--- config.mk ---
export PLATFORM = sky130hd
export DESIGN_NAME = mvm_mac
export DESIGN_NICKNAME = d
export VERILOG_FILES = /design/src/hw/rtl/mvm_pkg.sv /design/src/hw/rtl/mvm_mac.sv
export SDC_FILE = /design/constraint.sdc
export NUM_CORES = 1
export LEC_CHECK = 0
export BUFFER_PORTS_ARGS = -buffer_cell sky130_fd_sc_hd__buf_2
export CAP_MARGIN = 20
export CORE_MARGIN = 8
export CORE_UTILIZATION = 60
export DETAILED_ROUTE_END_ITERATION = 6
export PLACE_DENSITY = 0.79
export SYNTH_ARGS = -nofsm -noshare
export SYNTH_HDL_FRONTEND = slang
export SYNTH_SLANG_ARGS = --single-unit
--- constraint.sdc ---
create_clock -name clk -period 8.3 [get_ports clk]
set_clock_uncertainty 0.2 [all_clocks]
set_input_delay 0.415 -clock clk [delete_from_list [all_inputs] [get_ports clk]]
set_output_delay 0.415 -clock clk [all_outputs]
set_load 0.01 [all_outputs]
--- src/hw/rtl/mvm_pkg.sv ---
// shared types and constants of the matrix-vector multiply block
package mvm_pkg;

  localparam int VALUE_W   = 16;
  localparam int PROD_W    = 32;
  localparam int DOT_W     = 48;
  localparam int ROW_W     = 16;
  localparam int COLS_W    = 15;
  localparam int CFG_IDX_W = 2;
  localparam int CFG_DATA_W = 16;

  localparam logic [COLS_W-1:0] COLS_RESET = COLS_W'(768);
  localparam logic [ROW_W-1:0]  ROWS_RESET = ROW_W'(768);

  // configuration register indexes
  localparam logic [CFG_IDX_W-1:0] CFG_COLS = CFG_IDX_W'(0);
  localparam logic [CFG_IDX_W-1:0] CFG_ROWS = CFG_IDX_W'(1);

  // item modes
  localparam logic MODE_LOAD   = 1'b0;
  localparam logic MODE_WEIGHT = 1'b1;

  // one operation handed from the sequencer to the mac stage
  typedef struct packed {
    logic                      valid;
    logic                      clear;
    logic signed [VALUE_W-1:0] value;
    logic                      end_row;
    logic [ROW_W-1:0]          row_index;
    logic                      last;
  } mvm_op_t;

endpackage

--- src/hw/rtl/mvm_mac.sv ---
// multiply stage, accumulator and result register
module mvm_mac (
  input  logic                               clk,
  input  logic                               rst,
  input  mvm_pkg::mvm_op_t                   op,
  input  logic signed [mvm_pkg::VALUE_W-1:0] xe,
  input  logic                               out_ready,
  output logic                               advance,
  output logic                               out_valid,
  output logic signed [mvm_pkg::DOT_W-1:0]   dot,
  output logic [mvm_pkg::ROW_W-1:0]          row_index,
  output logic                               last_row
);

  logic                              s2_valid;
  logic                              s2_clear;
  logic                              s2_end;
  logic [mvm_pkg::ROW_W-1:0]         s2_row;
  logic                              s2_last;
  logic signed [mvm_pkg::PROD_W-1:0] prod;
  logic signed [mvm_pkg::DOT_W-1:0]  acc;
  logic signed [mvm_pkg::DOT_W-1:0]  acc_sum;

  // whole pipeline moves unless a result is stuck
  assign advance = !out_valid || out_ready;

  assign acc_sum = acc + mvm_pkg::DOT_W'(prod);

  // multiply stage
  always_ff @(posedge clk) begin
    if (rst) begin
      s2_valid <= 1'b0;
    end else if (advance) begin
      s2_valid <= op.valid;
    end
  end

  always_ff @(posedge clk) begin
    if (advance && op.valid) begin
      s2_clear <= op.clear;
      s2_end   <= op.end_row;
      s2_row   <= op.row_index;
      s2_last  <= op.last;
      prod     <= mvm_pkg::PROD_W'(op.value * xe);
    end
  end

  // accumulate and emit at the end of a row
  always_ff @(posedge clk) begin
    if (rst) begin
      acc       <= '0;
      out_valid <= 1'b0;
    end else if (advance) begin
      out_valid <= s2_valid && !s2_clear && s2_end;
      if (s2_valid) begin
        if (s2_clear || s2_end) begin
          acc <= '0;
        end else begin
          acc <= acc_sum;
        end
      end
    end
  end

  always_ff @(posedge clk) begin
    if (advance && s2_valid && !s2_clear && s2_end) begin
      dot       <= acc_sum;
      row_index <= s2_row;
      last_row  <= s2_last;
    end
  end

endmodule

==> impl_metrics.py <==
metrics = {
    "sta": {
        "worst_pin_slew_ps": 943.0,
        "post-route-period-util": 0.7787,
        "period_needed_ps": 6463,
        "slew_headroom": 0.3713,
        "finalSetupViolations": 0,
        "fin_setup_tns_ps": 0,
        "rsz0062_at_grt": "false",
        "final-hold-violation-count": 0,
        "fmax_mhz": 154.7,
        "slew_violations": 0,
    },
    "synthesis": {
        "synthCells": 1749,
        "postSynthAreaPerCell_um2": 10.06,
        "yosys_warnings": 0,
        "ys_types": 59,
        "ys_seq_area_frac": 0.2548,
        "syn_nets": 2196,
        "ys_async_sr_fraction": 0,
        "synth_enable_flop_cells": 116,
        "synth_flop_cell": "edfxtp_1",
        "synth_area_um2": 17600,
        "ys_ff_latch": 166,
    },
    "drt": {
        "routed_via_density": 5.492,
        "drcViolationCount": 0,
        "drt_wl_total_um": 39550,
        "dr.pass1.iters": 5,
        "vias": 12390,
        "wire_per_inst_um": 17.53,
        "antenna_left": 0,
        "drtIter0Drc": 785,
    },
    "grt": {
        "antenna_found_initial": 0,
        "grt_max_degree": 66,
        "grt_pass1_wl_um": 66330,
        "grt_pass1_vias": 13317,
        "grt_overflow": 0,
        "track_usage": 0.2286,
    },
    "layout": {
        "num-nets-final": 2306,
        "num_antenna_cells": 0,
        "drive_gt1_frac": 0.09081,
        "area_delta_synth_final_pct": 9.869,
    },
    "placement": {
        "place_congestion": 0.9044,
        "place_hpwl_um": 31030,
        "io_buffers": 121,
    },
    "floorplanning": {
        "die_x_um": 187.3,
        "die_h_um": 187.3,
        "die-area_um2": 35070,
        "start_util": 0.6115,
        "ios": 122,
        "coreArea_um2": 28780,
        "fp-row-count": 62,
    },
    "clock_network": {
        "cts_tree": "done",
        "cts_root_buffer": "clkbuf_16",
        "numCtsBuffers": 17,
        "clock_latency_ps": 420,
        "cts.repair.resized": 0,
        "clockBufferDepth": 2,
        "cts.sinks": 166,
        "cts_max_level": 4,
        "clk_pin_slew_ps": 70,
    },
    "worst_setup_path": {
        "path_max_fanout": 16,
        "r2r_cells": 10,
        "cp_num_buf_inv": 6,
        "worstSetupPathType": "primary input to flip-flop",
        "cp-start-kind": "primary input",
        "path_common_cell": "fa_1",
        "path_cells": "buf_2 > nand2_1 > fa_1 > inv_1 > fa_1 > inv_1 > fa_1 > inv_1 > fa_1 > fa_1 > inv_1 > fa_1 > inv_1 > ha_1 > and3_1 > a31oi_1 > o21a_1 > o31ai_1 > a221oi_1 > o21ai_1 > a311oi_1 > o21bai_1 > a21oi_1 > xnor2_1",
        "critical_path.slowest_cell": "fa_1",
        "critPathRequiredTime_ps": 8270,
        "cp.depth": 24,
        "max_stage_delay_ps": 560,
        "end_kind": "flip-flop",
        "crit_arrival_ps": 6430,
        "cpLargestDelayFamily": "adder cells",
    },
    "outcome": {
        "status": "completed",
    },
    "flow_run": {
        "max_cap_viol_count": 0,
    },
    "worst_hold_path": {
        "hold_depth": 3,
        "hold_class": "primary input to flip-flop",
    },
}
-- what timing repair did --
item | 4_1_cts | 5_1_grt
hold endpoints to repair | 19 | 0
buffers inserted | 0 | 0
hold buffers | 19 | 0
-- synth_stat cells, types with 7 or more instances --
library cell / n / share of area
nor2_1: 85 / 0.018
nand3_1: 16 / 0.0046
dfxtp_1: 50 / 0.057
o21bai_1: 14 / 0.0060
edfxtp_1: 116 / 0.20
a21o_1: 35 / 0.015
fa_1: 263 / 0.30
ha_1: 129 / 0.092
xor2_1: 20 / 0.010
inv_1: 340 / 0.073
clkbuf_1: 48 / 0.010
nand2b_1: 19 / 0.0068
a22o_1: 7 / 0.0035
a22oi_1: 41 / 0.017
nor2b_1: 9 / 0.0032
a21oi_1: 68 / 0.019
a31oi_1: 11 / 0.0039
nor3_1: 13 / 0.0037
o21ai_0: 28 / 0.0080
and2_1: 130 / 0.046
nand2_1: 154 / 0.033
nand4_1: 8 / 0.0028
xnor2_1: 61 / 0.030
o21a_1: 7 / 0.0030
-- cell usage in the layout, fill, tap and decap left out, types with 4 or more instances in the layout --
master / n
a22o_1: 7
or3_1: 4
o21bai_1: 14
nor2b_1: 9
ha_1: 129
nand4_1: 8
inv_1: 339
a21o_1: 35
o21ai_1: 4
xnor2_1: 61
nor3_1: 12
o21ai_0: 28
a41oi_1: 4
nand3_1: 16
nor2_1: 85
o211ai_1: 6
a21oi_1: 68
xor2_1: 20
dfxtp_1: 50
nand2_1: 154
edfxtp_1: 116
dlygate4sd3_1: 19
and2_1: 129
nand2b_1: 19
fa_1: 263
a22oi_1: 41
buf_2: 121
and3_1: 6
o21a_1: 7
clkbuf_16: 17
a31oi_1: 11
-- routing by layer --
layer	vias up	wire, um	part of all wire	global-route usage
met2	470	18250	0.46	0.3776
met5	-	0	0	0
li1	5822	-	-	-
met3	55	2712	0.069	0.04120
met1	6043	17900	0.45	0.3081
met4	0	685	0.017	0.05834
-- logic make-up (layout without fill, tap and decap cells) --
family | count (synthesis) | after routing | synth area share
AND/OR/NAND/NOR | 452 | 452 | 0.1253
buffers and inverters | 393 | 516 | 0.08418
adder cells (fa/ha/maj) | 392 | 392 | 0.3909
AO/OA/AOI/OAI | 263 | 263 | 0.1034
flip-flops | 166 | 166 | 0.2548
XOR/XNOR | 81 | 81 | 0.04031
multiplexers | 2 | 2 | 0.001138
-- stage by stage --
| stage | std cells | cell area (um^2) | setup slack [ps] | utilization | hold WS, ps |
|---|---|---|---|---|---|
| floorplan | 1749 | 17600 | 1922 | - | 200.3 |
| global route | 2256 | 19330 | 1480 | 0.6718 | 77.24 |
| detailed placement | 2204 | 18510 | 1387 | 0.6431 | 204.5 |
| global placement | 2204 | 18510 | 1532 | 0.6431 | 200.6 |
| CTS | 2255 | 19310 | 1831 | 0.6711 | 56.63 |
| finish | 2256 | 19330 | 1837 | 0.6718 | 61.22 |
-- tightest hold or removal path, stage by stage --
cell and delay, ps:
buf_2 90, mux2i_1 60, nor2_1 80
-- worst paths after layout --
path | from | end | slack, ps
max | op[25] | prod[31] | 1840
min | op[35] | s2_valid | 60
max reg2reg | prod[31] | dot[47] | 4620
min reg2reg | s2_row[12] | row_index[12] | 220
-- sequential cells by signal, summed over array words and instances, names as in the netlist --
name and flops:
acc 48, dot 48, last_row 1, out_valid 1
prod 32, row_index 16, s2_clear 1, s2_end 1
s2_last 1, s2_row 16, s2_valid 1
-- final cells by class --
class,instances,area (um^2)
Sequential cell,166,4484
Multi-Input combinational cell,1190,11640
Timing Repair Buffer,144,838.3
Clock inverter,10,142.6
Tap cell,384,480.5
Inverter,340,1276
Fill cell,2250,9445
Clock buffer,22,474.2
Power is left out: the tool's default activity adds up to more than one toggle a clock period on the data nets, which glitch-free logic cannot reach.
