===== src/hw/rtl/mvm_pkg.sv =====
// shared types and constants of the matrix-vector multiply block
package mvm_pkg;

  localparam int VALUE_W   = 16;
  localparam int PROD_W    = 32;
  localparam int DOT_W     = 48;
  localparam int ROW_W     = 16;
  localparam int COLS_W    = 15;
  localparam int CFG_IDX_W = 2;
  localparam int CFG_DATA_W = 16;

  localparam logic [COLS_W-1:0] COLS_RESET = COLS_W'(768);
  localparam logic [ROW_W-1:0]  ROWS_RESET = ROW_W'(768);

  // configuration register indexes
  localparam logic [CFG_IDX_W-1:0] CFG_COLS = CFG_IDX_W'(0);
  localparam logic [CFG_IDX_W-1:0] CFG_ROWS = CFG_IDX_W'(1);

  // item modes
  localparam logic MODE_LOAD   = 1'b0;
  localparam logic MODE_WEIGHT = 1'b1;

  // one operation handed from the sequencer to the mac stage
  typedef struct packed {
    logic                      valid;
    logic                      clear;
    logic signed [VALUE_W-1:0] value;
    logic                      end_row;
    logic [ROW_W-1:0]          row_index;
    logic                      last;
  } mvm_op_t;

endpackage


===== src/hw/rtl/mvm_ctrl.sv =====
// sequencer: config registers, load pointer, column and row counters
module mvm_ctrl #(
  parameter int MAX_COLS = 16384,
  parameter int AW       = 14
) (
  input  logic                               clk,
  input  logic                               rst,
  input  logic                               advance,
  input  logic                               in_valid,
  input  logic                               in_mode,
  input  logic signed [mvm_pkg::VALUE_W-1:0] in_value,
  input  logic                               cfg_valid,
  input  logic [mvm_pkg::CFG_IDX_W-1:0]      cfg_index,
  input  logic [mvm_pkg::CFG_DATA_W-1:0]     cfg_data,
  output logic                               mem_we,
  output logic [AW-1:0]                      mem_waddr,
  output logic                               mem_re,
  output logic [AW-1:0]                      mem_raddr,
  output mvm_pkg::mvm_op_t                   op
);

  localparam int CW = AW + 1;

  logic [mvm_pkg::COLS_W-1:0] cols;
  logic [mvm_pkg::ROW_W-1:0]  rows;
  logic [AW-1:0]              load_ptr;
  logic [AW-1:0]              col;
  logic [mvm_pkg::ROW_W-1:0]  row;

  logic [CW-1:0]              nc;
  logic [mvm_pkg::ROW_W-1:0]  nr_m1;
  logic                       accept;
  logic [AW-1:0]              wr_ptr;
  logic [CW-1:0]              wr_ptr_inc;
  logic [CW-1:0]              col_inc;
  logic                       end_row;
  logic                       last;

  // effective sizes
  always_comb begin
    if (cols == '0) begin
      nc = CW'(1);
    end else if (32'(cols) > 32'(MAX_COLS)) begin
      nc = CW'(MAX_COLS);
    end else begin
      nc = CW'(cols);
    end
    nr_m1 = (rows == '0) ? '0 : rows - 1'b1;
  end

  assign accept = advance && in_valid;

  // load pointer and column progress
  always_comb begin
    wr_ptr     = ({1'b0, load_ptr} >= nc) ? '0 : load_ptr;
    wr_ptr_inc = {1'b0, wr_ptr} + 1'b1;
    col_inc    = {1'b0, col} + 1'b1;
    end_row    = col_inc >= nc;
    last       = row >= nr_m1;
  end

  // memory access on accept
  assign mem_we    = accept && (in_mode == mvm_pkg::MODE_LOAD);
  assign mem_waddr = wr_ptr;
  assign mem_re    = accept && (in_mode == mvm_pkg::MODE_WEIGHT);
  assign mem_raddr = col;

  // config registers
  always_ff @(posedge clk) begin
    if (rst) begin
      cols <= mvm_pkg::COLS_RESET;
      rows <= mvm_pkg::ROWS_RESET;
    end else if (cfg_valid) begin
      case (cfg_index)
        mvm_pkg::CFG_COLS: cols <= cfg_data[mvm_pkg::COLS_W-1:0];
        mvm_pkg::CFG_ROWS: rows <= cfg_data[mvm_pkg::ROW_W-1:0];
        default: ;
      endcase
    end
  end

  // counters and the operation register
  always_ff @(posedge clk) begin
    if (rst) begin
      load_ptr <= '0;
      col      <= '0;
      row      <= '0;
      op.valid <= 1'b0;
    end else if (advance) begin
      op.valid <= in_valid;
      if (in_valid) begin
        op.clear     <= (in_mode == mvm_pkg::MODE_LOAD);
        op.value     <= in_value;
        op.end_row   <= end_row;
        op.row_index <= row;
        op.last      <= last;
        if (in_mode == mvm_pkg::MODE_LOAD) begin
          load_ptr <= (wr_ptr_inc >= nc) ? '0 : wr_ptr_inc[AW-1:0];
          col      <= '0;
          row      <= '0;
        end else begin
          load_ptr <= '0;
          if (end_row) begin
            col <= '0;
            row <= last ? '0 : row + 1'b1;
          end else begin
            col <= col_inc[AW-1:0];
          end
        end
      end
    end
  end

endmodule


===== config.mk =====
export PLATFORM = sky130hd
export DESIGN_NAME = mvm_ctrl
export DESIGN_NICKNAME = d
export VERILOG_FILES = /design/src/hw/rtl/mvm_pkg.sv /design/src/hw/rtl/mvm_ctrl.sv
export SDC_FILE = /design/constraint.sdc
export NUM_CORES = 1
export LEC_CHECK = 0
export BUFFER_PORTS_ARGS = -buffer_cell sky130_fd_sc_hd__buf_2
export CAP_MARGIN = 0
export CELL_PAD_IN_SITES_DETAIL_PLACEMENT = 0
export CELL_PAD_IN_SITES_GLOBAL_PLACEMENT = 1
export CORE_UTILIZATION = 43
export CTS_BUF_LIST = sky130_fd_sc_hd__clkbuf_16
export CTS_CLUSTER_DIAMETER = 60
export DETAILED_ROUTE_END_ITERATION = 10
export PLACE_DENSITY = 0.86
export SLEW_MARGIN = 20
export SYNTH_ARGS = -nofsm -noshare
export SYNTH_HDL_FRONTEND = slang
export SYNTH_SLANG_ARGS = --single-unit

===== constraint.sdc =====
create_clock -name clk -period 7 [get_ports clk]
set_clock_uncertainty 0.15 [all_clocks]
set_input_delay 0.7 -clock clk [delete_from_list [all_inputs] [get_ports clk]]
set_output_delay 0.7 -clock clk [all_outputs]
set_load 0.01 [all_outputs]

==> results.sh, run 1 <==
export IMPL_status="finished, final reports clean"
export IMPL_grt_use_total=0.220
export IMPL_setup_viol=0
export IMPL_final_cell_mix="nand2_1 (130), buf_2 (105), dfxtp_1 (76), a21oi_1 (75), ha_1 (64)"
export IMPL_grt_max_degree=58
export IMPL_rows=44
export IMPL_path_class="register to register"
export IMPL_drt_wl_total_mm=17.0
export IMPL_crit_required_ns=7.16
export IMPL_nNetsFinal=930
export IMPL_vias_per_cell=5.78
export IMPL_cts_repair_resized=0
export IMPL_timing_rr_start="cols[14]"
export IMPL_hold_viol=0
export IMPL_period_share=0.825
export IMPL_hold_start="op[35]"
export IMPL_synthTopCellsByArea="dfxtp_1 (24%), edfxtp_1 (16%), ha_1 (12%)"
export IMPL_max_freq_ghz=0.173
export IMPL_core_area_sq_um=14600
export IMPL_yosysTopAreaCellShare=0.235
export IMPL_cp_startpoint="cols[14]"
export IMPL_htree_levels=3
export IMPL_synth_top_area_cell="dfxtp_1"
export IMPL_cts_tree="yes"
export IMPL_crit_path_top_delay_cell="a2111oi_0"
export IMPL_final_common_cell="nand2_1"
export IMPL_whs_ns=0.327
export IMPL_die_w_um=125
export IMPL_hold_class="register to register"
export IMPL_drc=0
export IMPL_ant_nets=0
export IMPL_post_synth_instance_area_sq_um=6460
export IMPL_initial_utilization=0.443
export IMPL_cts_root_buf="clkbuf_16"
export IMPL_period_needed_ns=5.77
export IMPL_yosys_register_bits=111
export IMPL_slowest_delay_ns=0.57
export IMPL_nFillCells=1377
export IMPL_final_util=0.514
export IMPL_cts_made_buffers=9
export IMPL_dr_first_iter_drc_count=516
export IMPL_syn_mean_instance_area_sq_um=8.79
export IMPL_synth_edf_count=35
export IMPL_setup_tns_ns=0
export IMPL_areaGrowthSynthToFinish_pct=16.0
export IMPL_drv_cap=0
export IMPL_vias=5867
export IMPL_placed_cells=999
export IMPL_synth_nets=839
export IMPL_critical_path_buf_inv_count=2
export IMPL_powerDensity_nw_per_um2=189
export IMPL_drive_gt1_frac=0.166
export IMPL_slew_headroom=0.321
export IMPL_dr_pass1_iters=6
export IMPL_synth_seq_area_share=0.398
export IMPL_synth_warnings=0
export IMPL_start_kind="register"
export IMPL_grt_ovfl_total=0
export IMPL_clock_latency_ns=0.36
export IMPL_end_kind="register"
export IMPL_cts_setup_buffers=0
export IMPL_antenna_cells=0
export IMPL_gp_congestion=0.848
export IMPL_synthFlopType="dfxtp_1"
export IMPL_clk_pin_slew_worst_paths_ns=0.07
export IMPL_cts_sinks=111
export IMPL_crit_chain="inv_1, nand2_1, ha_1, and2_0, a221o_1, a21oi_1, o21ai_1, buf_4, nor2_1, ha_1, nand2_1, nor2_1, nand3_1, or2_2, a21oi_1, ha_1, nand4_1, o21ai_0, nor4_1, nand3_1, a2111oi_0, a21o_1"
export IMPL_io_pins=106
export IMPL_die_y_um=125
export IMPL_clock_path_buffers=2
export IMPL_wl_per_cell_um=16.7
export IMPL_tightest_slew_ns=1.02
export IMPL_critical_path_max_fanout=21
export IMPL_async_flop_share=0
export IMPL_antenna_found_initial=0
export IMPL_synth_distinct_cells=58
export IMPL_hpwl_mm=13.0
export IMPL_cp_arrival_ns=5.93
export IMPL_final_cells=1015
export IMPL_ir_drop_uv=106
export IMPL_drv_slew=0
export IMPL_die_area_sq_um=15500
export IMPL_io_buffers=105
export IMPL_cp_top_family="simple AND/OR/NAND/NOR gates"
export IMPL_grt_first_pass_wirelength_mm=27.3
export IMPL_crit_top_cell="ha_1"
export IMPL_cts_hold_buf=0
export IMPL_p_leak_nw=3.30
export IMPL_grt_pass1_vias=5499
export IMPL_syn_inst=735
export IMPL_rsz0062_at_grt="false"
==> sequential cells by signal, summed over array words and instances (netlist names) <==
signal     cells
rows          16
op            36
mem_raddr     14
load_ptr      14
cols          15
row           16
==> worst reg2reg max path, cell delays in order (launching register included) <==
cell and delay, ns:
dfxtp_1 0.35, inv_1 0.34, nand2_1 0.20, ha_1 0.34, and2_0 0.19, a221o_1 0.31
a21oi_1 0.19, o21ai_1 0.09, buf_4 0.21, nor2_1 0.30, ha_1 0.27, nand2_1 0.10
nor2_1 0.21, nand3_1 0.14, or2_2 0.31, a21oi_1 0.16, ha_1 0.25, nand4_1 0.07
o21ai_0 0.08, nor4_1 0.30, nand3_1 0.45, a2111oi_0 0.58, a21o_1 0.13
==> final cells by class <==
cell class	count	area, sq um	share of cell area
multi-input combinational	580	3740	0.499
sequential	111	2570	0.343
timing repair buffer	108	548	0.0731
tap	184	230	0.0307
clock buffer	9	225	0.0301
clock inverter	7	119	0.0159
inverter	16	60.1	0.00801
==> metal layers <==
layer / vias to the layer above / GRT usage / part of all wire
met4: 0 / 0.106 / 0.030
li1: 2869 / - / -
met2: 190 / 0.364 / 0.48
met1: 2771 / 0.274 / 0.44
met3: 37 / 0.0408 / 0.053
met5: - / 0 / 0
==> power by group <==
| part | internal [mW] | switching, mW | total, mW |
|---|---|---|---|
| Clock | 0.352 | 0.244 | 0.596 |
| Sequential | 0.676 | 0.0106 | 0.687 |
| Combinational | 0.0504 | 0.0835 | 0.134 |
==> Yosys cell counts (all sizes together), types with 7 or more instances <==
master	instances
nor3	11
clkbuf	24
nor2	32
ha	64
and3	10
nand2b	12
a31oi	11
xnor2	12
nand4	19
xor2	18
nand3b	7
a22oi	9
a21o	16
edfxtp	35
dfxtp	76
a21oi	75
o21ai	26
inv	16
nand3	28
a2111oi	9
and2	21
a211oi	7
or3	8
nand2	130
==> through the flow <==
stage / power (mW) / cell area (sq um) / setup WS [ns]
floorplan: 0.786 / 6460 / 1.84
CTS: 1.43 / 7480 / 1.29
finish: 1.42 / 7490 / 1.23
global placement: 0.830 / 7140 / 1.58
global route: 1.47 / 7490 / 0.654
detailed placement: 0.835 / 7140 / 1.31
==> worst paths after layout <==
path / endpoint / slack, ns / cells past startpoint
hold / removal: op[35] / 0.33 / 2
setup / recovery: load_ptr[5] / 1.23 / 22
hold reg to reg: op[35] / 0.33 / 2
setup reg to reg: load_ptr[5] / 1.23 / 22
==> logic make-up after synthesis <==
group           count (synthesis)  share of synthesized area
simple gates                  302                      0.231
fa+ha+maj                      64                      0.124
buf+inv                        44                     0.0261
compound gates                180                      0.174
mux                             4                    0.00620
xor+xnor                       30                     0.0407
flops                         111                      0.398
No activity file was read; power rests on OpenSTA's default activity.
==> run 2, diff against run 1 <==
Settings changed: CORE_UTILIZATION 43 to 39, PLACE_DENSITY 0.86 to 0.83.
Clock period 7 ns to 4.91 ns, I/O delays scaled along.
==> results.sh, run 2 (synthesized netlist as in run 1, its figures left out) <==
export IMPL_critical_path_max_fanout=6
export IMPL_drv_cap=0
export IMPL_drc=0
export IMPL_grt_max_degree=41
export IMPL_status="finished, final reports clean"
export IMPL_whs_ns=0.144
export IMPL_antenna_found_initial=0
export IMPL_gp_congestion=0.885
export IMPL_cts_made_buffers=9
export IMPL_clock_latency_ns=0.37
export IMPL_slowest_delay_ns=0.36
export IMPL_rows=46
export IMPL_cp_arrival_ns=4.83
export IMPL_cts_tree="yes"
export IMPL_largest_reg_flops=36
export IMPL_cts_hold_buf=0
export IMPL_drv_slew=0
export IMPL_dr_first_iter_drc_count=351
export IMPL_end_kind="register"
export IMPL_top_regs="op: 36 flops, row: 16 flops, rows: 16 flops"
export IMPL_regMostFlops="op"
export IMPL_core_area_sq_um=16000
export IMPL_vias=5800
export IMPL_grt_use_total=0.204
export IMPL_drt_wl_total_mm=16.8
export IMPL_ir_drop_uv=157
export IMPL_vias_per_cell=5.41
export IMPL_io_buffers=105
export IMPL_hpwl_mm=12.6
export IMPL_design_area_sq_um=7870
export IMPL_crit_path_top_delay_cell="or3_4"
export IMPL_cp_top_family="simple AND/OR/NAND/NOR gates"
export IMPL_grt_first_pass_wirelength_mm=27.0
export IMPL_p_leak_nw=3.43
export IMPL_htree_levels=3
export IMPL_powerDensity_nw_per_um2=249
export IMPL_grt_ovfl_total=0
export IMPL_drive_gt1_frac=0.231
export IMPL_cts_sinks=111
export IMPL_max_freq_ghz=0.213
export IMPL_placed_area_sq_um=7310
export IMPL_crit_required_ns=5.05
export IMPL_clock_path_buffers=2
export IMPL_setup_viol=0
export IMPL_tightest_slew_ns=0.999
export IMPL_final_cell_mix="nand2_1 (126), buf_2 (105), dfxtp_1 (75), a21oi_1 (68), ha_1 (62)"
export IMPL_io_pins=106
export IMPL_initial_utilization=0.404
export IMPL_slew_headroom=0.334
export IMPL_final_common_cell="nand2_1"
export IMPL_crit_chain="nor4_1, nand4_1, nand2_2, nand2_2, ha_4, nand2_1, o21ai_1, a21oi_2, o21a_1, and2_4, ha_2, buf_4, nand3_1, xor2_2, nor2_1, ha_1, a211o_1, o311ai_2, nand3_1, buf_6, or3_4, o21ai_0"
export IMPL_die_area_sq_um=17100
export IMPL_final_cells=1072
export IMPL_hold_class="input pin to register"
export IMPL_ant_nets=0
export IMPL_final_util=0.492
export IMPL_hold_viol=0
export IMPL_start_kind="register"
export IMPL_placed_cells=1048
export IMPL_period_needed_ns=4.69
export IMPL_areaGrowthSynthToFinish_pct=21.9
export IMPL_antenna_cells=0
export IMPL_die_y_um=131
export IMPL_die_w_um=131
export IMPL_wl_per_cell_um=15.7
export IMPL_cts_root_buf="clkbuf_16"
export IMPL_nNetsFinal=955
export IMPL_path_class="register to register"
export IMPL_clk_pin_slew_worst_paths_ns=0.08
export IMPL_critical_path_buf_inv_count=2
export IMPL_period_share=0.955
export IMPL_dr_pass1_iters=5
export IMPL_grt_pass1_vias=5249
export IMPL_p_total_mw=1.96
[run 2: cell types whose count changed in the layout (fill, tap and decap cells not counted), moves of 5 or more]
cell / previous run / this run
a2111oi_2: 0 / 6
buf_4: 3 / 27
a21oi_2: 0 / 7
a2111oi_0: 9 / 1
o21ai_0: 25 / 20
a21oi_1: 75 / 68
[run 2: cell type report]
cell class	count	area, sq um
clock inverters	7	93.8
repair buffers	133	739
inverters	16	60.1
flip-flops and latches	111	2580
multi-input cells	580	3910
well taps	216	270
clock buffers	9	225
fillers	1571	8130
[run 2: metal layers]
metal / vias up / track usage / part of all wire
li1: 2919 / - / -
met1: 2685 / 0.295 / 0.50
met2: 172 / 0.307 / 0.42
met3: 24 / 0.0358 / 0.056
met4: 0 / 0.0683 / 0.018
met5: - / 0 / 0
[run 2: path summary, 6_finish.rpt]
| path | start | end | slack, ns | cells after the start |
|---|---|---|---|---|
| max | cols[4] | load_ptr[3] | 0.22 | 22 |
| min | in_value[6] | op[24] | 0.14 | 1 |
| max reg2reg | cols[4] | load_ptr[3] | 0.22 | 22 |
| min reg2reg | cols[4] | cols[4] | 0.33 | 2 |
[run 2: report_power, final]
part	internal, mW	leakage (nW)	switching (mW)
combinational	0.0825	2.31	0.122
sequential	0.964	0.963	0.0155
clock	0.370	0.154	0.408
total	1.42	3.43	0.545
[run 2: timing repair]
action	CTS	global route
setup endpoints to repair	12	14
buffers inserted	7	0
gates resized for setup	21	34
pin swaps	5	15
cloned	1	0
[run 2: per-stage QoR]
stage | TNS (ns) | setup WS, ns
finish | 0 | 0.222
global route | -0.667 | -0.0718
CTS | 0 | 0.00213
detailed placement | -0.0143 | -0.00670
global placement | 0 | 0.161
floorplan | 0 | 0.0429
[run 2: worst register-to-register path: cells and delay by family (launching register included)]
family          cells  cell delay [ns]
fa+ha+maj           3             0.78
buf+inv             2             0.33
flops               1             0.33
compound gates      6             1.15
simple gates       10             1.68
xor+xnor            1             0.19
==> run 3, diff against run 2 <==
Settings changed: CORE_UTILIZATION 39 to 43, PLACE_DENSITY 0.83 to 0.86.
Clock period 4.91 ns to 5.18 ns, I/O delays scaled along.
==> results.sh, run 3 (synthesized netlist as in run 1, its figures left out) <==
export IMPL_status="finished, final reports clean"
export IMPL_cts_root_buf="clkbuf_16"
export IMPL_drive_gt1_frac=0.200
export IMPL_die_area_sq_um=15500
export IMPL_setup_viol=0
export IMPL_drt_wl_total_mm=17.1
export IMPL_period_needed_ns=4.93
export IMPL_cts_hold_buf=0
export IMPL_drc=0
export IMPL_htree_levels=3
export IMPL_final_cell_mix="nand2_1 (130), buf_2 (105), dfxtp_1 (75), a21oi_1 (74), ha_1 (62)"
export IMPL_nNetsFinal=946
export IMPL_hold_viol=0
export IMPL_rows=44
export IMPL_slew_headroom=0.386
export IMPL_hold_class="input pin to register"
export IMPL_clock_latency_ns=0.36
export IMPL_io_pins=106
export IMPL_max_freq_ghz=0.203
export IMPL_tightest_slew_ns=0.915
export IMPL_grt_first_pass_wirelength_mm=27.1
export IMPL_final_cells=1031
export IMPL_wl_per_cell_um=16.6
export IMPL_dr_first_iter_drc_count=437
export IMPL_fin_ws_ns=0.254
export IMPL_cts_sinks=111
export IMPL_die_y_um=125
export IMPL_initial_utilization=0.443
export IMPL_start_kind="register"
export IMPL_path_class="register to register"
export IMPL_drv_cap=0
export IMPL_gp_congestion=0.877
export IMPL_core_area_sq_um=14600
export IMPL_drv_slew=0
export IMPL_top_regs="op: 36 flops, row: 16 flops, rows: 16 flops"
export IMPL_grt_pass1_vias=5442
export IMPL_cts_tree="yes"
export IMPL_largest_reg_flops=36
export IMPL_clk_pin_slew_worst_paths_ns=0.07
export IMPL_dr_pass1_iters=6
export IMPL_antenna_cells=0
export IMPL_hpwl_mm=12.9
export IMPL_areaGrowthSynthToFinish_pct=18.4
export IMPL_io_buffers=105
export IMPL_final_common_cell="nand2_1"
export IMPL_grt_max_degree=58
export IMPL_ir_drop_uv=160
export IMPL_grt_ovfl_total=0
export IMPL_cts_made_buffers=9
export IMPL_setup_tns_ns=0
export IMPL_vias_per_cell=5.71
export IMPL_critical_path_max_fanout=11
export IMPL_cp_arrival_ns=5.08
export IMPL_period_share=0.951
export IMPL_pre_cts_slack_ns=-0.107
export IMPL_die_w_um=125
export IMPL_p_leak_nw=3.35
export IMPL_whs_ns=0.183
export IMPL_regMostFlops="op"
export IMPL_vias=5884
export IMPL_powerDensity_nw_per_um2=235
export IMPL_ant_nets=0
export IMPL_p_total_mw=1.79
export IMPL_grt_use_total=0.218
export IMPL_antenna_found_initial=0
export IMPL_end_kind="register"
export IMPL_placed_cells=1005
export IMPL_clock_path_buffers=2
export IMPL_crit_required_ns=5.34
## run 3: stage by stage
stage / util / area (sq um)
after floorplan: - / 6460
after detailed placement: 0.492 / 7180
after CTS: 0.514 / 7500
after global routing: 0.524 / 7650
after global placement: 0.492 / 7180
final: 0.524 / 7650
## run 3: worst paths after layout
path	slack (ns)	cells after the start	start	endpoint
setup / recovery	0.25	24	cols[11]	load_ptr[13]
hold reg to reg	0.33	2	cols[0]	cols[0]
setup reg to reg	0.25	24	cols[11]	load_ptr[13]
hold / removal	0.18	1	in_value[1]	op[19]
## run 3: where the power goes
group          switching, mW  total [mW]  leakage (nW)  internal (mW)
sequential            0.0152       0.930         0.962          0.914
clock                  0.321       0.674         0.149          0.353
combinational          0.115       0.190          2.24         0.0746
## run 3: area by class of cell
cell class | instances | area [sq um]
repair inverters | 1 | 5.00
clock buffers | 10 | 250
inverters | 16 | 63.8
flip-flops and latches | 111 | 2570
fillers | 1355 | 6940
repair buffers | 123 | 664
multi-input cells | 580 | 3830
clock inverters | 6 | 32.5
well taps | 184 | 230
## run 3: what timing repair did
item / CTS / global route
setup endpoints to repair: 12 / 13
gates resized for setup: 3 / 28
setup buffers: 2 / 7
pin swaps: 1 / 10
cloned: 0 / 1
## run 3: routing by layer
| layer | vias to the layer above | global-route usage | part of all wire |
|---|---|---|---|
| li1 | 2910 | - | - |
| met1 | 2775 | 0.271 | 0.44 |
| met2 | 168 | 0.370 | 0.49 |
| met3 | 31 | 0.0447 | 0.050 |
| met4 | 0 | 0.0858 | 0.024 |
| met5 | - | 0 | 0 |
## run 3: worst max-delay path, stage by stage (launching register included)
cell       delay [ns]
dfxtp_1          0.34
nor4_2           0.32
nand4_1          0.18
nand2_1          0.12
nand2_1          0.14
ha_4             0.25
a21oi_1          0.11
o21ai_0          0.09
a21oi_1          0.23
o21a_1           0.17
and2_4           0.16
ha_4             0.14
nand2_1          0.11
nor2_4           0.17
nand3_2          0.10
or2_2            0.31
a21oi_1          0.15
ha_1             0.25
nand4_1          0.08
o21ai_0          0.11
nor4_2           0.35
nand3_2          0.12
buf_6            0.17
a2111oi_1        0.42
a21o_1           0.13
